`src/hdl/dss_pkg.sv`:
```
// shared types, constants and register defaults of the strike scheduler
package dss_pkg;

   // history depth default
   localparam int SEEN_DEPTH_DEF = 16;

   // configuration port shape
   localparam int CSR_W     = 16;
   localparam int CSR_IDX_W = 3;

   // register indexes
   localparam logic [CSR_IDX_W-1:0] CSR_STRIKE_KIND = 3'd0;
   localparam logic [CSR_IDX_W-1:0] CSR_MAX_DELAY   = 3'd1;
   localparam logic [CSR_IDX_W-1:0] CSR_MIN_PULSE   = 3'd2;
   localparam logic [CSR_IDX_W-1:0] CSR_MAX_PULSE   = 3'd3;
   localparam logic [CSR_IDX_W-1:0] CSR_MAX_LATE    = 3'd4;

   // register reset values
   localparam logic [7:0]  STRIKE_KIND_RST = 8'd1;
   localparam logic [15:0] MAX_DELAY_RST   = 16'd10000;
   localparam logic [15:0] MIN_PULSE_RST   = 16'd1;
   localparam logic [15:0] MAX_PULSE_RST   = 16'd100;
   localparam logic [15:0] MAX_LATE_RST    = 16'd50;

   // command codes
   localparam logic CMD_EVENT = 1'b0;
   localparam logic CMD_TICK  = 1'b1;

   // result status codes
   localparam logic [3:0] ST_INVALID      = 4'd0;
   localparam logic [3:0] ST_DUPLICATE    = 4'd1;
   localparam logic [3:0] ST_BUSY         = 4'd2;
   localparam logic [3:0] ST_ARMED_FUTURE = 4'd3;
   localparam logic [3:0] ST_ARMED_NOW    = 4'd4;
   localparam logic [3:0] ST_IDLE         = 4'd5;
   localparam logic [3:0] ST_WAITING      = 4'd6;
   localparam logic [3:0] ST_EXPIRED      = 4'd7;
   localparam logic [3:0] ST_FIRE         = 4'd8;

   // input beat
   typedef struct packed {
      logic        cmd;
      logic [31:0] now_ms;
      logic [7:0]  event_kind;
      logic [31:0] strike_id;
      logic [15:0] delay_ms;
      logic [15:0] pulse_request;
   } req_type;

   // result beat
   typedef struct packed {
      logic [3:0]  status;
      logic [15:0] pulse_ms;
   } rsp_type;

   // configuration registers
   typedef struct packed {
      logic [7:0]  strike_kind_code;
      logic [15:0] max_delay_ms;
      logic [15:0] min_pulse_ms;
      logic [15:0] max_pulse_ms;
      logic [15:0] max_late_ms;
   } cfg_type;

   // classified item handed from front to back
   typedef struct packed {
      logic        cmd;
      logic        ok;
      logic [31:0] now_ms;
      logic [31:0] strike_id;
      logic [15:0] delay_ms;
      logic [15:0] pulse_ms;
   } work_type;

endpackage

```
`src/hdl/dss_ram.sv`:
```
// generic single-port-write, single-port-read ram with registered read
module dss_ram #(
   parameter  int WIDTH  = 32,
   parameter  int DEPTH  = 16,
   localparam int ADDR_W = (DEPTH > 1) ? $clog2(DEPTH) : 1
) (
   input  logic              clock,
   input  logic              wr_en,
   input  logic [ADDR_W-1:0] wr_addr,
   input  logic [WIDTH-1:0]  wr_data,
   input  logic              rd_en,
   input  logic [ADDR_W-1:0] rd_addr,
   output logic [WIDTH-1:0]  rd_data
);

   logic [WIDTH-1:0] mem_ff [DEPTH];
   logic [WIDTH-1:0] rd_data_ff;

   // write port
   always_ff @(posedge clock) begin
      if (wr_en) begin
         mem_ff[wr_addr] <= wr_data;
      end
   end

   // registered read port
   always_ff @(posedge clock) begin
      if (rd_en) begin
         rd_data_ff <= mem_ff[rd_addr];
      end
   end

   assign rd_data = rd_data_ff;

endmodule

```
`src/hdl/dss_fifo.sv`:
```
// small register queue used between the pipeline parts
module dss_fifo #(
   parameter  int WIDTH = 8,
   parameter  int DEPTH = 2,
   localparam int PTR_W = (DEPTH > 1) ? $clog2(DEPTH) : 1,
   localparam int CNT_W = $clog2(DEPTH + 1)
) (
   input  logic             clock,
   input  logic             reset,
   input  logic             push,
   input  logic [WIDTH-1:0] push_data,
   output logic             full,
   input  logic             pop,
   output logic [WIDTH-1:0] pop_data,
   output logic             empty
);

   logic [WIDTH-1:0] entry_ff [DEPTH];
   logic [PTR_W-1:0] wr_ptr_ff, wr_ptr_in;
   logic [PTR_W-1:0] rd_ptr_ff, rd_ptr_in;
   logic [CNT_W-1:0] count_ff, count_in;
   logic             do_push, do_pop;

   assign full     = (count_ff == CNT_W'(DEPTH));
   assign empty    = (count_ff == '0);
   assign do_push  = push && !full;
   assign do_pop   = pop && !empty;
   assign pop_data = entry_ff[rd_ptr_ff];

   // pointer and count update
   always_comb begin
      wr_ptr_in = wr_ptr_ff;
      rd_ptr_in = rd_ptr_ff;
      count_in  = count_ff;
      if (do_push) begin
         wr_ptr_in = (wr_ptr_ff == PTR_W'(DEPTH - 1)) ? '0 : wr_ptr_ff + 1'b1;
      end
      if (do_pop) begin
         rd_ptr_in = (rd_ptr_ff == PTR_W'(DEPTH - 1)) ? '0 : rd_ptr_ff + 1'b1;
      end
      if (do_push && !do_pop) begin
         count_in = count_ff + 1'b1;
      end else if (do_pop && !do_push) begin
         count_in = count_ff - 1'b1;
      end
   end

   always_ff @(posedge clock) begin
      if (reset) begin
         wr_ptr_ff <= '0;
         rd_ptr_ff <= '0;
         count_ff  <= '0;
      end else begin
         wr_ptr_ff <= wr_ptr_in;
         rd_ptr_ff <= rd_ptr_in;
         count_ff  <= count_in;
      end
   end

   // entry storage
   always_ff @(posedge clock) begin
      if (do_push) begin
         entry_ff[wr_ptr_ff] <= push_data;
      end
   end

endmodule

```
`src/hdl/dss_front.sv`:
```
// front part: checks validity, clamps the pulse and queues classified items
module dss_front import dss_pkg::*; (
   input  logic     clock,
   input  logic     reset,
   input  logic     req_push,
   input  req_type  req_data,
   output logic     req_full,
   input  cfg_type  cfg,
   input  logic     work_pop,
   output work_type work_data,
   output logic     work_empty
);

   work_type   classified;
   logic [15:0] pulse_lo;

   // validity check and pulse clamp, lower clamp first
   always_comb begin
      pulse_lo = (req_data.pulse_request < cfg.min_pulse_ms) ? cfg.min_pulse_ms
                                                             : req_data.pulse_request;
      classified.cmd        = req_data.cmd;
      classified.ok         = (req_data.event_kind == cfg.strike_kind_code) &&
                              (req_data.strike_id != '0) &&
                              (req_data.delay_ms <= cfg.max_delay_ms);
      classified.now_ms     = req_data.now_ms;
      classified.strike_id  = req_data.strike_id;
      classified.delay_ms   = req_data.delay_ms;
      classified.pulse_ms   = (pulse_lo > cfg.max_pulse_ms) ? cfg.max_pulse_ms : pulse_lo;
   end

   // queue toward the back part
   dss_fifo #(
      .WIDTH ($bits(work_type)),
      .DEPTH (2)
   ) u_work_q (
      .clock     (clock),
      .reset     (reset),
      .push      (req_push),
      .push_data (classified),
      .full      (req_full),
      .pop       (work_pop),
      .pop_data  (work_data),
      .empty     (work_empty)
   );

endmodule

```
`src/hdl/dss_back.sv`:
```
// back part: id history search, strike arming and tick handling
module dss_back import dss_pkg::*; #(
   parameter  int SEEN_DEPTH = SEEN_DEPTH_DEF,
   localparam int IDX_W      = (SEEN_DEPTH > 1) ? $clog2(SEEN_DEPTH) : 1,
   localparam int FILL_W     = $clog2(SEEN_DEPTH + 1)
) (
   input  logic        clock,
   input  logic        reset,
   input  work_type    work_data,
   input  logic        work_empty,
   output logic        work_pop,
   input  logic [15:0] max_late_ms,
   input  logic        rsp_full,
   output logic        rsp_push,
   output rsp_type     rsp_data
);

   typedef enum logic [1:0] {
      BK_IDLE   = 2'b01,
      BK_SEARCH = 2'b10
   } back_state_type;

   back_state_type    state_ff, state_in;
   work_type          item_ff, item_in;
   logic [FILL_W-1:0] idx_ff, idx_in;
   logic              rd_pend_ff, rd_pend_in;
   logic [FILL_W-1:0] fill_ff, fill_in;
   logic [IDX_W-1:0]  ptr_ff, ptr_in;
   logic              pending_ff, pending_in;
   logic [31:0]       fire_time_ff, fire_time_in;
   logic [15:0]       held_pulse_ff, held_pulse_in;

   logic              rd_en;
   logic [31:0]       rd_data;
   logic              wr_en;
   logic [IDX_W-1:0]  wr_addr;
   logic [31:0]       late;
   logic              hit;

   // history of seen ids
   dss_ram #(
      .WIDTH (32),
      .DEPTH (SEEN_DEPTH)
   ) u_seen_ram (
      .clock   (clock),
      .wr_en   (wr_en),
      .wr_addr (wr_addr),
      .wr_data (item_ff.strike_id),
      .rd_en   (rd_en),
      .rd_addr (idx_ff[IDX_W-1:0]),
      .rd_data (rd_data)
   );

   assign late    = work_data.now_ms - fire_time_ff;
   assign hit     = rd_pend_ff && (rd_data == item_ff.strike_id);
   assign wr_addr = (fill_ff < FILL_W'(SEEN_DEPTH)) ? fill_ff[IDX_W-1:0] : ptr_ff;

   // sequencer
   always_comb begin
      state_in      = state_ff;
      item_in       = item_ff;
      idx_in        = idx_ff;
      rd_pend_in    = 1'b0;
      fill_in       = fill_ff;
      ptr_in        = ptr_ff;
      pending_in    = pending_ff;
      fire_time_in  = fire_time_ff;
      held_pulse_in = held_pulse_ff;
      rd_en         = 1'b0;
      wr_en         = 1'b0;
      work_pop      = 1'b0;
      rsp_push      = 1'b0;
      rsp_data      = '{status: ST_INVALID, pulse_ms: '0};

      unique case (state_ff)
         BK_IDLE: begin
            if (!work_empty && !rsp_full) begin
               work_pop = 1'b1;
               if (work_data.cmd == CMD_TICK) begin
                  // tick: wrap-safe lateness check
                  rsp_push = 1'b1;
                  if (!pending_ff) begin
                     rsp_data.status = ST_IDLE;
                  end else if (late[31]) begin
                     rsp_data.status = ST_WAITING;
                  end else begin
                     pending_in = 1'b0;
                     if (late > {16'd0, max_late_ms}) begin
                        rsp_data.status = ST_EXPIRED;
                     end else begin
                        rsp_data.status   = ST_FIRE;
                        rsp_data.pulse_ms = held_pulse_ff;
                     end
                  end
               end else if (!work_data.ok) begin
                  rsp_push        = 1'b1;
                  rsp_data.status = ST_INVALID;
               end else begin
                  item_in  = work_data;
                  idx_in   = '0;
                  state_in = BK_SEARCH;
               end
            end
         end
         BK_SEARCH: begin
            rd_en = (idx_ff < fill_ff);
            if (hit) begin
               rsp_push        = 1'b1;
               rsp_data.status = ST_DUPLICATE;
               state_in        = BK_IDLE;
            end else if (!rd_en && !rd_pend_ff) begin
               // miss: remember the id, then arm unless busy
               rd_en    = 1'b0;
               wr_en    = 1'b1;
               rsp_push = 1'b1;
               state_in = BK_IDLE;
               if (fill_ff < FILL_W'(SEEN_DEPTH)) begin
                  fill_in = fill_ff + 1'b1;
               end else begin
                  ptr_in = (ptr_ff == IDX_W'(SEEN_DEPTH - 1)) ? '0 : ptr_ff + 1'b1;
               end
               if (pending_ff) begin
                  rsp_data.status = ST_BUSY;
               end else begin
                  pending_in      = 1'b1;
                  fire_time_in    = item_ff.now_ms + {16'd0, item_ff.delay_ms};
                  held_pulse_in   = item_ff.pulse_ms;
                  rsp_data.status = (item_ff.delay_ms != '0) ? ST_ARMED_FUTURE
                                                             : ST_ARMED_NOW;
               end
            end else begin
               if (rd_en) begin
                  idx_in = idx_ff + 1'b1;
               end
               rd_pend_in = rd_en;
            end
         end
         default: begin
            state_in = BK_IDLE;
         end
      endcase
   end

   // control state
   always_ff @(posedge clock) begin
      if (reset) begin
         state_ff   <= BK_IDLE;
         idx_ff     <= '0;
         rd_pend_ff <= 1'b0;
         fill_ff    <= '0;
         ptr_ff     <= '0;
         pending_ff <= 1'b0;
      end else begin
         state_ff   <= state_in;
         idx_ff     <= idx_in;
         rd_pend_ff <= rd_pend_in;
         fill_ff    <= fill_in;
         ptr_ff     <= ptr_in;
         pending_ff <= pending_in;
      end
   end

   // payload state
   always_ff @(posedge clock) begin
      item_ff       <= item_in;
      fire_time_ff  <= fire_time_in;
      held_pulse_ff <= held_pulse_in;
   end

endmodule

```
`src/hdl/dedup_strike_scheduler.sv`:
```
// top level of the deduplicating solenoid strike scheduler
//
//   port group | direction | handshake         | payload
//   req_       | in        | push / full       | req_data  (req_type)
//   rsp_       | out       | pop / empty       | rsp_data  (rsp_type)
//   csr_       | in        | write_enable only | csr_index, csr_wdata
//
// a tick or an invalid event is handled in the back part without a history search
// a valid new event searches the history ram one entry per cycle through its single
// registered read port; a duplicate ends in the cycle after its match is read
// a two-entry queue before and after the back part lets each side stall on its own
// reset is synchronous; it empties the queues and the history, no clearing pass
module dedup_strike_scheduler import dss_pkg::*; #(
   parameter int SEEN_DEPTH = SEEN_DEPTH_DEF
) (
   input  logic                 clock,
   input  logic                 reset,
   input  logic                 req_push,
   input  req_type              req_data,
   output logic                 req_full,
   output logic                 rsp_empty,
   input  logic                 rsp_pop,
   output rsp_type              rsp_data,
   input  logic                 csr_write_enable,
   input  logic [CSR_IDX_W-1:0] csr_index,
   input  logic [CSR_W-1:0]     csr_wdata
);

   cfg_type  cfg_ff, cfg_in;
   work_type work_data;
   logic     work_empty;
   logic     work_pop;
   logic     rsp_full_int;
   logic     rsp_push_int;
   rsp_type  rsp_push_data;

   // configuration registers
   always_comb begin
      cfg_in = cfg_ff;
      if (csr_write_enable) begin
         unique case (csr_index)
            CSR_STRIKE_KIND: cfg_in.strike_kind_code = csr_wdata[7:0];
            CSR_MAX_DELAY:   cfg_in.max_delay_ms     = csr_wdata;
            CSR_MIN_PULSE:   cfg_in.min_pulse_ms     = csr_wdata;
            CSR_MAX_PULSE:   cfg_in.max_pulse_ms     = csr_wdata;
            CSR_MAX_LATE:    cfg_in.max_late_ms      = csr_wdata;
            default:         cfg_in                  = cfg_ff;
         endcase
      end
   end

   always_ff @(posedge clock) begin
      if (reset) begin
         cfg_ff <= '{strike_kind_code: STRIKE_KIND_RST,
                     max_delay_ms:     MAX_DELAY_RST,
                     min_pulse_ms:     MIN_PULSE_RST,
                     max_pulse_ms:     MAX_PULSE_RST,
                     max_late_ms:      MAX_LATE_RST};
      end else begin
         cfg_ff <= cfg_in;
      end
   end

   // classify and queue
   dss_front u_front (
      .clock      (clock),
      .reset      (reset),
      .req_push   (req_push),
      .req_data   (req_data),
      .req_full   (req_full),
      .cfg        (cfg_ff),
      .work_pop   (work_pop),
      .work_data  (work_data),
      .work_empty (work_empty)
   );

   // search, arm and tick
   dss_back #(
      .SEEN_DEPTH (SEEN_DEPTH)
   ) u_back (
      .clock       (clock),
      .reset       (reset),
      .work_data   (work_data),
      .work_empty  (work_empty),
      .work_pop    (work_pop),
      .max_late_ms (cfg_ff.max_late_ms),
      .rsp_full    (rsp_full_int),
      .rsp_push    (rsp_push_int),
      .rsp_data    (rsp_push_data)
   );

   // result queue
   dss_fifo #(
      .WIDTH ($bits(rsp_type)),
      .DEPTH (2)
   ) u_rsp_q (
      .clock     (clock),
      .reset     (reset),
      .push      (rsp_push_int),
      .push_data (rsp_push_data),
      .full      (rsp_full_int),
      .pop       (rsp_pop),
      .pop_data  (rsp_data),
      .empty     (rsp_empty)
   );

   // back part never writes a full result queue
   assert property (@(posedge clock) disable iff (reset) rsp_push_int |-> !rsp_full_int)
      else $error("result beat pushed into full queue");

   // back part never takes from an empty work queue
   assert property (@(posedge clock) disable iff (reset) work_pop |-> !work_empty)
      else $error("work beat popped from empty queue");

   // a result pushed into an empty queue shows on the next cycle
   assert property (@(posedge clock) disable iff (reset)
                    (rsp_push_int && rsp_empty) |=> !rsp_empty)
      else $error("pushed result beat not visible");

endmodule

```
`config.mk`:
```
export PLATFORM = sky130hd
export DESIGN_NAME = dedup_strike_scheduler
export DESIGN_NICKNAME = d
export VERILOG_FILES = /design/src/hdl/dss_pkg.sv /design/src/hdl/dss_ram.sv /design/src/hdl/dss_fifo.sv /design/src/hdl/dss_front.sv /design/src/hdl/dss_back.sv /design/src/hdl/dedup_strike_scheduler.sv
export SDC_FILE = /design/constraint.sdc
export NUM_CORES = 1
export LEC_CHECK = 0
export BUFFER_PORTS_ARGS = -buffer_cell sky130_fd_sc_hd__buf_4
export CAP_MARGIN = 20
export CELL_PAD_IN_SITES_DETAIL_PLACEMENT = 1
export CELL_PAD_IN_SITES_GLOBAL_PLACEMENT = 2
export CORE_MARGIN = 2
export CORE_UTILIZATION = 50
export CTS_CLUSTER_DIAMETER = 80
export DETAILED_ROUTE_END_ITERATION = 12
export PLACE_DENSITY_LB_ADDON = 0.2
export SETUP_SLACK_MARGIN = 0.2
export SYNTH_ARGS = -nofsm -noshare
export SYNTH_HDL_FRONTEND = slang
export SYNTH_SLANG_ARGS = --single-unit
```
`constraint.sdc`:
```
create_clock -name clock -period 14.7 [get_ports clock]
set_input_delay 2.94 -clock clock [delete_from_list [all_inputs] [get_ports clock]]
set_output_delay 2.94 -clock clock [all_outputs]
set_load 0.01 [all_outputs]
```
# Word level (Yosys, flattened, before mapping)
# Memory sizes are Yosys's and may differ from the RTL's. A register that Yosys moved wholly into a read port is not among the register bits.
# Index checks and enable logic that the tools add are counted.
[word_totals] ff_bits=242 n_memories=3 latch_bits=0 mem_bits_rw=748 rom_bits=0 inputBits=129
[classes] n_mul=0 n_eq_ne=20 order_cmp=6 n_addsub=13 mux=70 reduce_logical=44 div_mod_pow=0 bitwise_logic=5 shifts=0
[memory_table] name="u_back.u_seen_ram.mem_ff" words=16 word_bits=32 read_ports=1 rd_ports_with_merged_regs=1 wr=1 line_no="dss_ram.sv:16" text="logic [WIDTH-1:0] mem_ff [DEPTH];"
[memory_table] name="u_front.u_work_q.entry_ff" words=2 word_bits=98 read_ports=1 rd_ports_with_merged_regs=1 wr=1 line_no="dss_fifo.sv:18" text="logic [WIDTH-1:0] entry_ff [DEPTH];"
[memory_table] name="u_rsp_q.entry_ff" words=2 word_bits=20 read_ports=1 rd_ports_with_merged_regs=1 wr=1 line_no="dss_fifo.sv:18"
[op_table] op="$mux 16" n=7
[op_table] op="$mux 4" n=9
[op_table] op="$add 32x16->32" n=1
[op_table] op="$eq 32x32->1" n=1
[op_table] op="$gt 32x16->1" n=1
[op_table] op="$mux 1" n=32
[op_table] op="$reduce_bool 32->1" n=1
[op_table] op="$sub 32x32->32" n=1
[op_table] op="$mux 5" n=6
[op_table] op="$mux 20" n=1
[op_table] op="$reduce_and 4->1" n=5
[op_table] op="$mux 2" n=9
[op_table] op="$gt 16x16->1" n=1
[op_table] op="$le 16x16->1" n=1
[op_table] op="$lt 16x16->1" n=1
[op_table] op="$reduce_bool 16->1" n=1
[op_table] op="$logic_and 1x1->1" n=13
[op_table] op="$add 5x1->5 const B" n=2
[op_table] op="$logic_not 1->1" n=10
[op_table] op="$ne 2x1->1 const B" n=5
[op_table] op="$pmux 5 s2" n=1
[op_table] op="$reduce_and 2->1" n=5
[op_table] op="$eq 8x8->1" n=1
[op_table] op="$pmux 4 s2" n=1
[op_table] op="other kinds (24)" n=42

# Longest topological paths before layout
# Gate-level depths: netlist of the first run.
[depth] ltp_word=11 depth_mapped=24 mapped_depth_nobuf=20

# Hierarchy
# Synthesis of the first run repeated with hierarchy kept, for this count alone.
[hier_totals] cells_unflattened=2645 hier_area_um2=43435.4
[by_module_without_submodules] module="dss_ram" area_each_um2=20155.6 cells_per_inst=838 instances=1
[by_module_without_submodules] module="dss_back" area_each_um2=9539.1 cells_per_inst=899 instances=1
[by_module_without_submodules] module="dss_fifo (u_front.u_work_q)" area_each_um2=7362.1 cells_per_inst=330 instances=1
[by_module_without_submodules] module="dedup_strike_scheduler" area_each_um2=2897.8 cells_per_inst=270 instances=1
[by_module_without_submodules] module="dss_front" area_each_um2=1826.8 cells_per_inst=221 instances=1
[by_module_without_submodules] module="dss_fifo (u_rsp_q)" area_each_um2=1654.1 cells_per_inst=87 instances=1

# Worst setup path after synthesis of the first run
# OpenSTA, ideal clock, no wires.
[synth_timing] kind="input port to flip-flop" start="input req_push" end="memory u_front.u_work_q.entry_ff[0][0] (netlist name) (enable)" setup_time_ns=0.555 path_slack_ns=7.038 path_buffers=0 stages=2 t_arrival_ns=7.107 cell_sequence="nand2_1 -> nor2_1"
[synth_between] elab_chain_len=3
[synth_rtl] item="from (decl)" line_no="dedup_strike_scheduler.sv:18" text="input logic req_push,"
[synth_rtl] item="$logic_and 1x1->1" line_no="dss_fifo.sv:26" text="assign do_push = push && !full;"
[synth_rtl] item="$mux 1" line_no="dss_fifo.sv:62" text="if (do_push) begin"
[synth_rtl] item="$mux 1 (not written as such)" line_no="dss_fifo.sv:63" text="entry_ff[wr_ptr_ff] <= push_data;"
[synth_rtl] item="to (decl)" line_no="dss_fifo.sv:18"
# Every way passes these cells.

==> results of run 1 <==
==> metal layers <==
metal  share of wire  global-route usage  vias up
met4           0.028              0.0721        4
met1            0.41               0.312    12500
met3           0.050              0.0370      144
met5         0.00020                   0        -
met2            0.52               0.427      603
li1                -                   -    10800
==> stage by stage <==
stage / cells / power (mW) / area (µm²) / setup slack (ps)
floorplan: 2701 / 4.40 / 43200 / 7040
global placement: 3923 / 4.77 / 45700 / 6680
detailed placement: 3925 / 4.83 / 45800 / 6470
CTS: 4122 / 7.48 / 49200 / 7180
global route: 4124 / 7.69 / 49200 / 6810
finish: 4124 / 7.40 / 49200 / 7180
==> sequential cells by signal, summed over array words and instances (netlist names), 4 cells and up, named ones only <==
signal	count
u_back.held_pulse_ff	16
u_back.fire_time_ff	32
u_back.u_seen_ram.mem_ff	512
u_back.item_ff	96
u_back.u_seen_ram.rd_data	32
u_front.u_work_q.entry_ff	196
u_back.fill_ff	5
u_back.idx_ff	5
u_rsp_q.entry_ff	40
cfg_ff	72
u_back.ptr_ff	4
==> layout by cell type (no fill, tap or decap), drive strengths merged, types with 22 or more instances in the layout <==
cell type	count
buf	186
inv	153
a21o	30
or3	22
clkinv	43
nor2	94
xnor2	64
dfxtp	100
ha	123
a21oi	139
nand2	223
nand3	26
mux4	160
clkbuf	133
nor3	48
edfxtp	924
xor2	39
mux2	129
o21ai	56
nand4	41
==> worst max-delay path, cell delays in order <==
cell and delay (ps):
buf_4 130, ha_1 310, a21o_1 190, a21o_1 180, a21oi_1 180, and2_1 600, a22o_1 640, a22oi_1 150
nand3_1 160, ha_1 250, nor2b_1 140, o21a_1 170, o21a_1 160, o21a_1 170, o21a_1 160, o21a_1 170
o21ai_0 180, a211o_1 620, mux2_2 440
==> layout make-up <==
cell class	count	area, µm²	share of cell area
flip-flops and latches	1024	29800	0.605
multi-input cells	1425	12600	0.256
clock buffers	133	2780	0.0566
well taps	1144	1430	0.0291
repair buffers	186	1400	0.0285
clock inverters	64	649	0.0132
inverters	148	556	0.0113
==> worst paths after layout <==
kind,slack (ps),end,depth (start not counted)
setup / recovery,7180,u_front.u_work_q.entry_ff[1][13],19
hold / removal,420,u_back.held_pulse_ff[13],0
setup reg to reg,8690,u_rsp_q.entry_ff[1][18],18
hold reg to reg,420,u_back.held_pulse_ff[13],0
==> power by group <==
part | leakage [nW] | internal (mW) | switching (mW)
sequential | 9.20 | 3.47 | 0.135
clock | 1.65 | 1.51 | 1.13
combinational | 5.56 | 0.475 | 0.685
==> logic make-up (layout without fill, tap and decap cells) <==
kind of cell | count (synthesis) | count (layout) | share of synthesized area
DFF | 1024 | 1024 | 0.689
and+or+nand+nor | 556 | 556 | 0.0615
AOI/OAI and AO/OA | 344 | 344 | 0.0506
muxes | 297 | 297 | 0.119
buffers and inverters | 252 | 531 | 0.0224
adders and majority gates | 125 | 125 | 0.0366
xor gates and xnor gates | 103 | 103 | 0.0209
==> results.tsv, run 1 <==
stage	metric	value	unit
outcome	outcome	finished clean	
timing	RSZ-0062 raised after global routing	no	
synth	count leader, synth	edfxtp_1	
floorplanning	core area	85400	µm²
synth	Cells after Synth	2701	
floorplanning	DIE AREA	88700	µm²
worst_setup_path	critical path type	in -> reg	
worst_setup_path	worst setup path start	req_data[9]	
detailed_routing	DR vias	24000	
worst_setup_path	WP data required	15100	ps
floorplanning	Starting Density	0.505	
detailed_routing	final antenna-violating net count	0	
synth	Synth Cell Area	43200	µm²
clock_network	Inserted Clock Buffers	105	
global_route	first-pass GRT wire length	161	mm
timing	Slew @ Worst Pin	1100	ps
detailed_routing	Detailed Routing Iterations Pass 1	8	
synth	Synth area leader	edfxtp_1	
timing	fin crit period	7520	ps
floorplanning	die height	298	µm
synth	share of the synthesized area in the top cell type	0.643	
place	IO buf count	150	
clock_network	setup bufs post-CTS	0	
clock_network	clk buf depth	3	
pwr	PD cells	150	nW/µm²
synth	predominant post-synthesis flop cell	edfxtp_1	
global_route	GRT Overall Usage	0.243	
timing	fmax	0.133	GHz
floorplanning	IO Pins	151	
clock_network	cts hold-fix bufs	0	
floorplanning	Die Span X	298	µm
timing	Fin. Hold Viols	0	
worst_setup_path	Critical Path End Type	register	
flow_run	Max Cap Viol	0	
clock_network	CTS clk-pin slew, worst paths	60	ps
synth	ys async rst share	0	
worst_setup_path	Worst setup SP type	input pin	
synth	sequential fraction of the synthesis area	0.689	
clock_network	CTS resizes	0	
place	DP Wirelength	67.1	mm
final_layout	Filler Cells Inserted	7949	
worst_hold_path	HP Start	u_back.item_ff[13]	
timing	Hold WS	419	ps
global_route	total grt overflow	0	
pwr	peak supply drop	0.108	mV
timing	TNS Setup	0	ps
timing	Tcrit/Tclk final	0.511	
detailed_routing	final wirelength	108	mm
worst_hold_path	Worst Hold Class	reg -> reg	
clock_network	H-tree depth	3	
synth	Yosys cell types	73	
timing	Final setup viols	0	
detailed_routing	DRC	0	
detailed_routing	vias per cell	5.82	
clock_network	CTS tree	yes	
synth	syn_nets	2955	
synth	synth top area cells	edfxtp_1, mux4_2, dfxtp_1	
worst_setup_path	Worst Path Arrival	7920	ps
global_route	number of global-route vias before repair	25900	
synth	Post-synth EDFFs	924	
detailed_routing	Starting DRT DRC Count	1742	
final_layout	Area Overhead vs Synth	14.0	%
floorplanning	FP Rows	107	
worst_setup_path	CP max FO	17	
synth	#FFs+latches synth	1024	
clock_network	clock sink count	1024	
global_route	initial antenna violation count	2	
timing	Worst slew margin	0.263	
final_layout	final core utilization	0.576	
synth	synth warn	0	
global_route	largest net degree at the start of global routing	99	
final_layout	diode count	0	
synth	Synth top cells by count	edfxtp_1, nand2_1, mux4_2, inv_1, a21oi_1	
timing	fin. max-slew vios	0	
final_layout	layout cell share with drive strength beyond 1	0.226	
detailed_routing	Routed WL per cell	26.1	µm
timing	clock skew	44.0	ps
pwr	Leakage	16.4	nW
clock_network	worst-skew pair later-pin latency	690	ps
clock_network	root buf cell	clkbuf_16	
final_layout	nets@finish	3144	
synth	Mapped Avg Cell Area	16.0	µm²
place	GP Congestion	0.803	
No activity file was read; power rests on OpenSTA's default activity.
==> run 2: changes to the inputs <==
- ABC_AREA: unset -> 1
- CORE_UTILIZATION: 50 -> 43
- clock period: 14.7 -> 7.45 ns (I/O delays scaled with it)
==> run 2 against run 1 <==
First-iteration DRC count up 12%. Synthesized area increased by 1.8%. Hold slack improved by 1.6 ps. Cell area is 2.4% higher. Core utilization down 8.0 points. Global-route usage fell by 1.0 points. Critical path depth grew 4. Clock-buffer cell count increased by 1. Power up 110%. Non-clock buffer count rose by 9. Flip-flop and latch count unchanged. Largest power group unchanged. Highest routed layer is now met4.
==> results.tsv, run 2 <==
stage	metric	value	unit	change
outcome	outcome	finished clean		
global_route	number of global-route vias before repair	29800		+15%
synth	count leader, synth	edfxtp_1		
synth	Mapped Avg Cell Area	11.8	µm²	-26%
timing	fin crit period	5450	ps	
worst_setup_path	most frequent CP cell	nand2_1		
detailed_routing	vias per cell	5.36		-7.9%
floorplanning	IO Pins	151		unchanged
clock_network	H-tree depth	3		unchanged
timing	Tcrit/Tclk final	0.731		
worst_setup_path	Worst setup SP type	input pin		
worst_setup_path	Worst Path Arrival	5860	ps	-2060 ps
place	placed instance area	46800	µm²	+2.3%
worst_hold_path	Worst Hold Class	reg -> reg		
flow_run	Max Cap Viol	0		unchanged
final_layout	Largest regs	u_back.u_seen_ram.mem_ff x512, u_front.u_work_q.entry_ff x196, u_back.item_ff x96		
pwr	peak supply drop	0.208	mV	+92%
final_layout	commonest non-fill, non-tap cells in the layout	edfxtp_1, nand2_1, nor2_1, o21ai_0, inv_1		
worst_setup_path	CP max FO	31		+14
pwr	Comb power frac	0.188		+0.031
final_layout	most common cell after layout, fill and taps aside	edfxtp_1		
synth	Synth Cell Area	44000	µm²	+1.8%
synth	Yosys cell types	49		-33%
clock_network	CTS resizes	0		unchanged
clock_network	worst-skew pair later-pin latency	700	ps	about the same
timing	TNS Setup	0	ps	unchanged
global_route	total grt overflow	0		unchanged
clock_network	CTS tree	yes		
global_route	GRT Overall Usage	0.232		-0.0103
clock_network	root buf cell	clkbuf_16		
clock_network	Inserted Clock Buffers	108		+2.9%
clock_network	cts hold-fix bufs	0		unchanged
worst_setup_path	cell-by-cell trace of the critical path	buf_4 -> ha_1 -> o21ai_0 -> nand2_1 -> nand3_1 -> nand2_1 -> nand3_1 -> a21oi_1 -> o211ai_1 -> nand2_1 -> o21ai_0 -> ha_1 -> inv_1 -> nor2_1 -> nor2_1 -> o21a_1 -> o221ai_1 -> nand2_1 -> o2111ai_1 -> nand2_1 -> clkinv_1 -> nand2_1 -> nand2_1		
floorplanning	Die Span X	324	µm	+8.7%
worst_setup_path	Critical Path End Type	register		
pwr	Clk network pwr share	0.350		-0.007
synth	Post-synth EDFFs	924		unchanged
synth	Synth area leader	edfxtp_1		
floorplanning	die height	324	µm	+8.7%
timing	Slew @ Worst Pin	1120	ps	+22.1 ps
final_layout	Filler Cells Inserted	10600		+33%
worst_setup_path	max incr delay on CP	680	ps	+40 ps
synth	syn_nets	3974		+34%
timing	fin. max-slew vios	0		unchanged
detailed_routing	DRC	0		unchanged
synth	sequential fraction of the synthesis area	0.677		-0.0123
place	DP Wirelength	76.1	mm	+13%
place	GP Congestion	0.788		-2.0%
worst_setup_path	WP data required	7870	ps	-7230 ps
pwr	Psw	4.45	mW	+130%
synth	Cells after Synth	3720		+38%
timing	fmax	0.184	GHz	
final_layout	layout cell share with drive strength beyond 1	0.136		-0.0899
timing	clock skew	29.7	ps	-14.3 ps
detailed_routing	DR vias	28600		+19%
synth	synth top area cells	edfxtp_1, dfxtp_1, nand2_1		
clock_network	setup bufs post-CTS	0		unchanged
detailed_routing	final wirelength	121	mm	+13%
pwr	Flop pwr share	0.462		-0.025
floorplanning	Starting Density	0.433		-0.0728
global_route	largest net degree at the start of global routing	168		+70%
timing	Fin. Hold Viols	0		unchanged
pwr	switch share	0.287		+0.0238
clock_network	CTS clk-pin slew, worst paths	60	ps	about the same
synth	share of the synthesized area in the top cell type	0.631		-0.0115
place	IO buf count	150		unchanged
timing	Final setup viols	0		unchanged
synth	Synth top cells by count	edfxtp_1, nand2_1, nor2_1, o21ai_0, inv_1		
timing	RSZ-0062 raised after global routing	no		
synth	synth warn	0		unchanged
detailed_routing	Routed WL per cell	22.7	µm	-13%
final_layout	nets@finish	4137		+32%
pwr	PD cells	307	nW/µm²	+100%
detailed_routing	final antenna-violating net count	0		unchanged
worst_setup_path	Worst path slowest cell	clkinv_1		
global_route	initial antenna violation count	2		unchanged
floorplanning	core area	102000	µm²	+19%
final_layout	final instance area	50400	µm²	+2.4%
global_route	first-pass GRT wire length	183	mm	+13%
synth	predominant post-synthesis flop cell	edfxtp_1		
timing	Worst slew margin	0.255		-0.00800
synth	#FFs+latches synth	1024		unchanged
floorplanning	DIE AREA	105000	µm²	+18%
clock_network	clock sink count	1024		unchanged
worst_setup_path	critical path type	in -> reg		
floorplanning	FP Rows	117		+9.3%
pwr	Leakage	18.4	nW	+12%
pwr	P_int	11.0	mW	+100%
detailed_routing	Detailed Routing Iterations Pass 1	5		-3
final_layout	Area Overhead vs Synth	14.6	%	
synth	ys async rst share	0		unchanged
final_layout	most flop-heavy register	u_back.u_seen_ram.mem_ff		
clock_network	clk buf depth	3		unchanged
final_layout	Largest register FFs	512		unchanged
detailed_routing	Starting DRT DRC Count	1955		+12%
==> run 2: changes by cell type in the layout (fill, tap and decap cells not counted), moves of 82 or more <==
cell	change
inv_1	+182
o21ai_0	+327
nand3_1	+82
nor2_1	+347
mux4_2	-160
nand2_1	+308
==> run 2: cell type report <==
class                   count  area (µm²)  area share
clock inverters            66         661      0.0131
inverters                 335        1260      0.0251
repair buffers            195        1480      0.0293
multi-input cells        2219       12600       0.250
diodes                      2        5.00   0.0000993
flip-flops and latches   1024       29800       0.591
well taps                1368        1710      0.0340
clock buffers             134        2930      0.0582
==> run 2: final timing paths <==
| check | startpoint | end | slack [ps] | depth (start not counted) |
|---|---|---|---|---|
| worst min register to register | u_back.item_ff[8] | u_back.held_pulse_ff[8] | 420 | 0 |
| worst max register to register | cfg_ff[33] | u_front.u_work_q.entry_ff[0][2] | 2550 | 23 |
| worst min-delay path | u_back.item_ff[8] | u_back.held_pulse_ff[8] | 420 | 0 |
| worst max-delay path | req_data[1] | u_front.u_work_q.entry_ff[0][2] | 2000 | 23 |
==> run 2: cells by family (layout without fill, tap and decap cells) <==
logic type,after synthesis,count (layout),synth area share
buffers and inverters,477,730,0.0410
muxes,116,116,0.0298
DFF,1024,1024,0.677
AOI/OAI and AO/OA,710,710,0.0904
xor gates and xnor gates,69,69,0.0137
other,0,2,0
adders and majority gates,125,125,0.0359
and+or+nand+nor,1199,1199,0.113
==> run 2: metal layers <==
metal / vias to the layer above / global-route usage / part of all wire
met2: 540 / 0.414 / 0.51
met1: 14400 / 0.299 / 0.43
met3: 153 / 0.0257 / 0.035
met4: 0 / 0.0635 / 0.022
li1: 13500 / - / -
met5: - / 0 / 0
==> run 2: critical path: cells and delay by family <==
family	cells	cell delay [ps]
AO/OA/AOI/OAI	7	1160
adder cells (fa/ha/maj)	2	590
AND/OR/NAND/NOR	11	1760
buffers and inverters	3	850
==> run 2: per-stage QoR <==
| step | utilization | cells | setup slack [ps] | hold slack (ps) | total power [mW] |
|---|---|---|---|---|---|
| 6_report | 0.496 | 5343 | 2000 | 421 | 15.5 |
| 5_1_grt | 0.496 | 5342 | 1430 | 420 | 16.2 |
| 3_3_place_gp | 0.461 | 5141 | 1380 | 401 | 10.2 |
| 4_1_cts | 0.496 | 5341 | 1970 | 417 | 15.7 |
| 2_1_floorplan | - | 3720 | 1160 | 400 | 9.14 |
| 3_5_place_dp | 0.461 | 5141 | 1260 | 406 | 10.2 |
==> run 2: power by group through the flow <==
stage	combinational, mW	sequential (mW)	clock, mW
2_1_floorplan	1.98	7.16	0
3_5_place_dp	2.95	7.27	0
6_report	2.91	7.15	5.41
3_3_place_gp	2.91	7.25	0
4_1_cts	2.97	7.15	5.52
5_1_grt	3.27	7.20	5.73
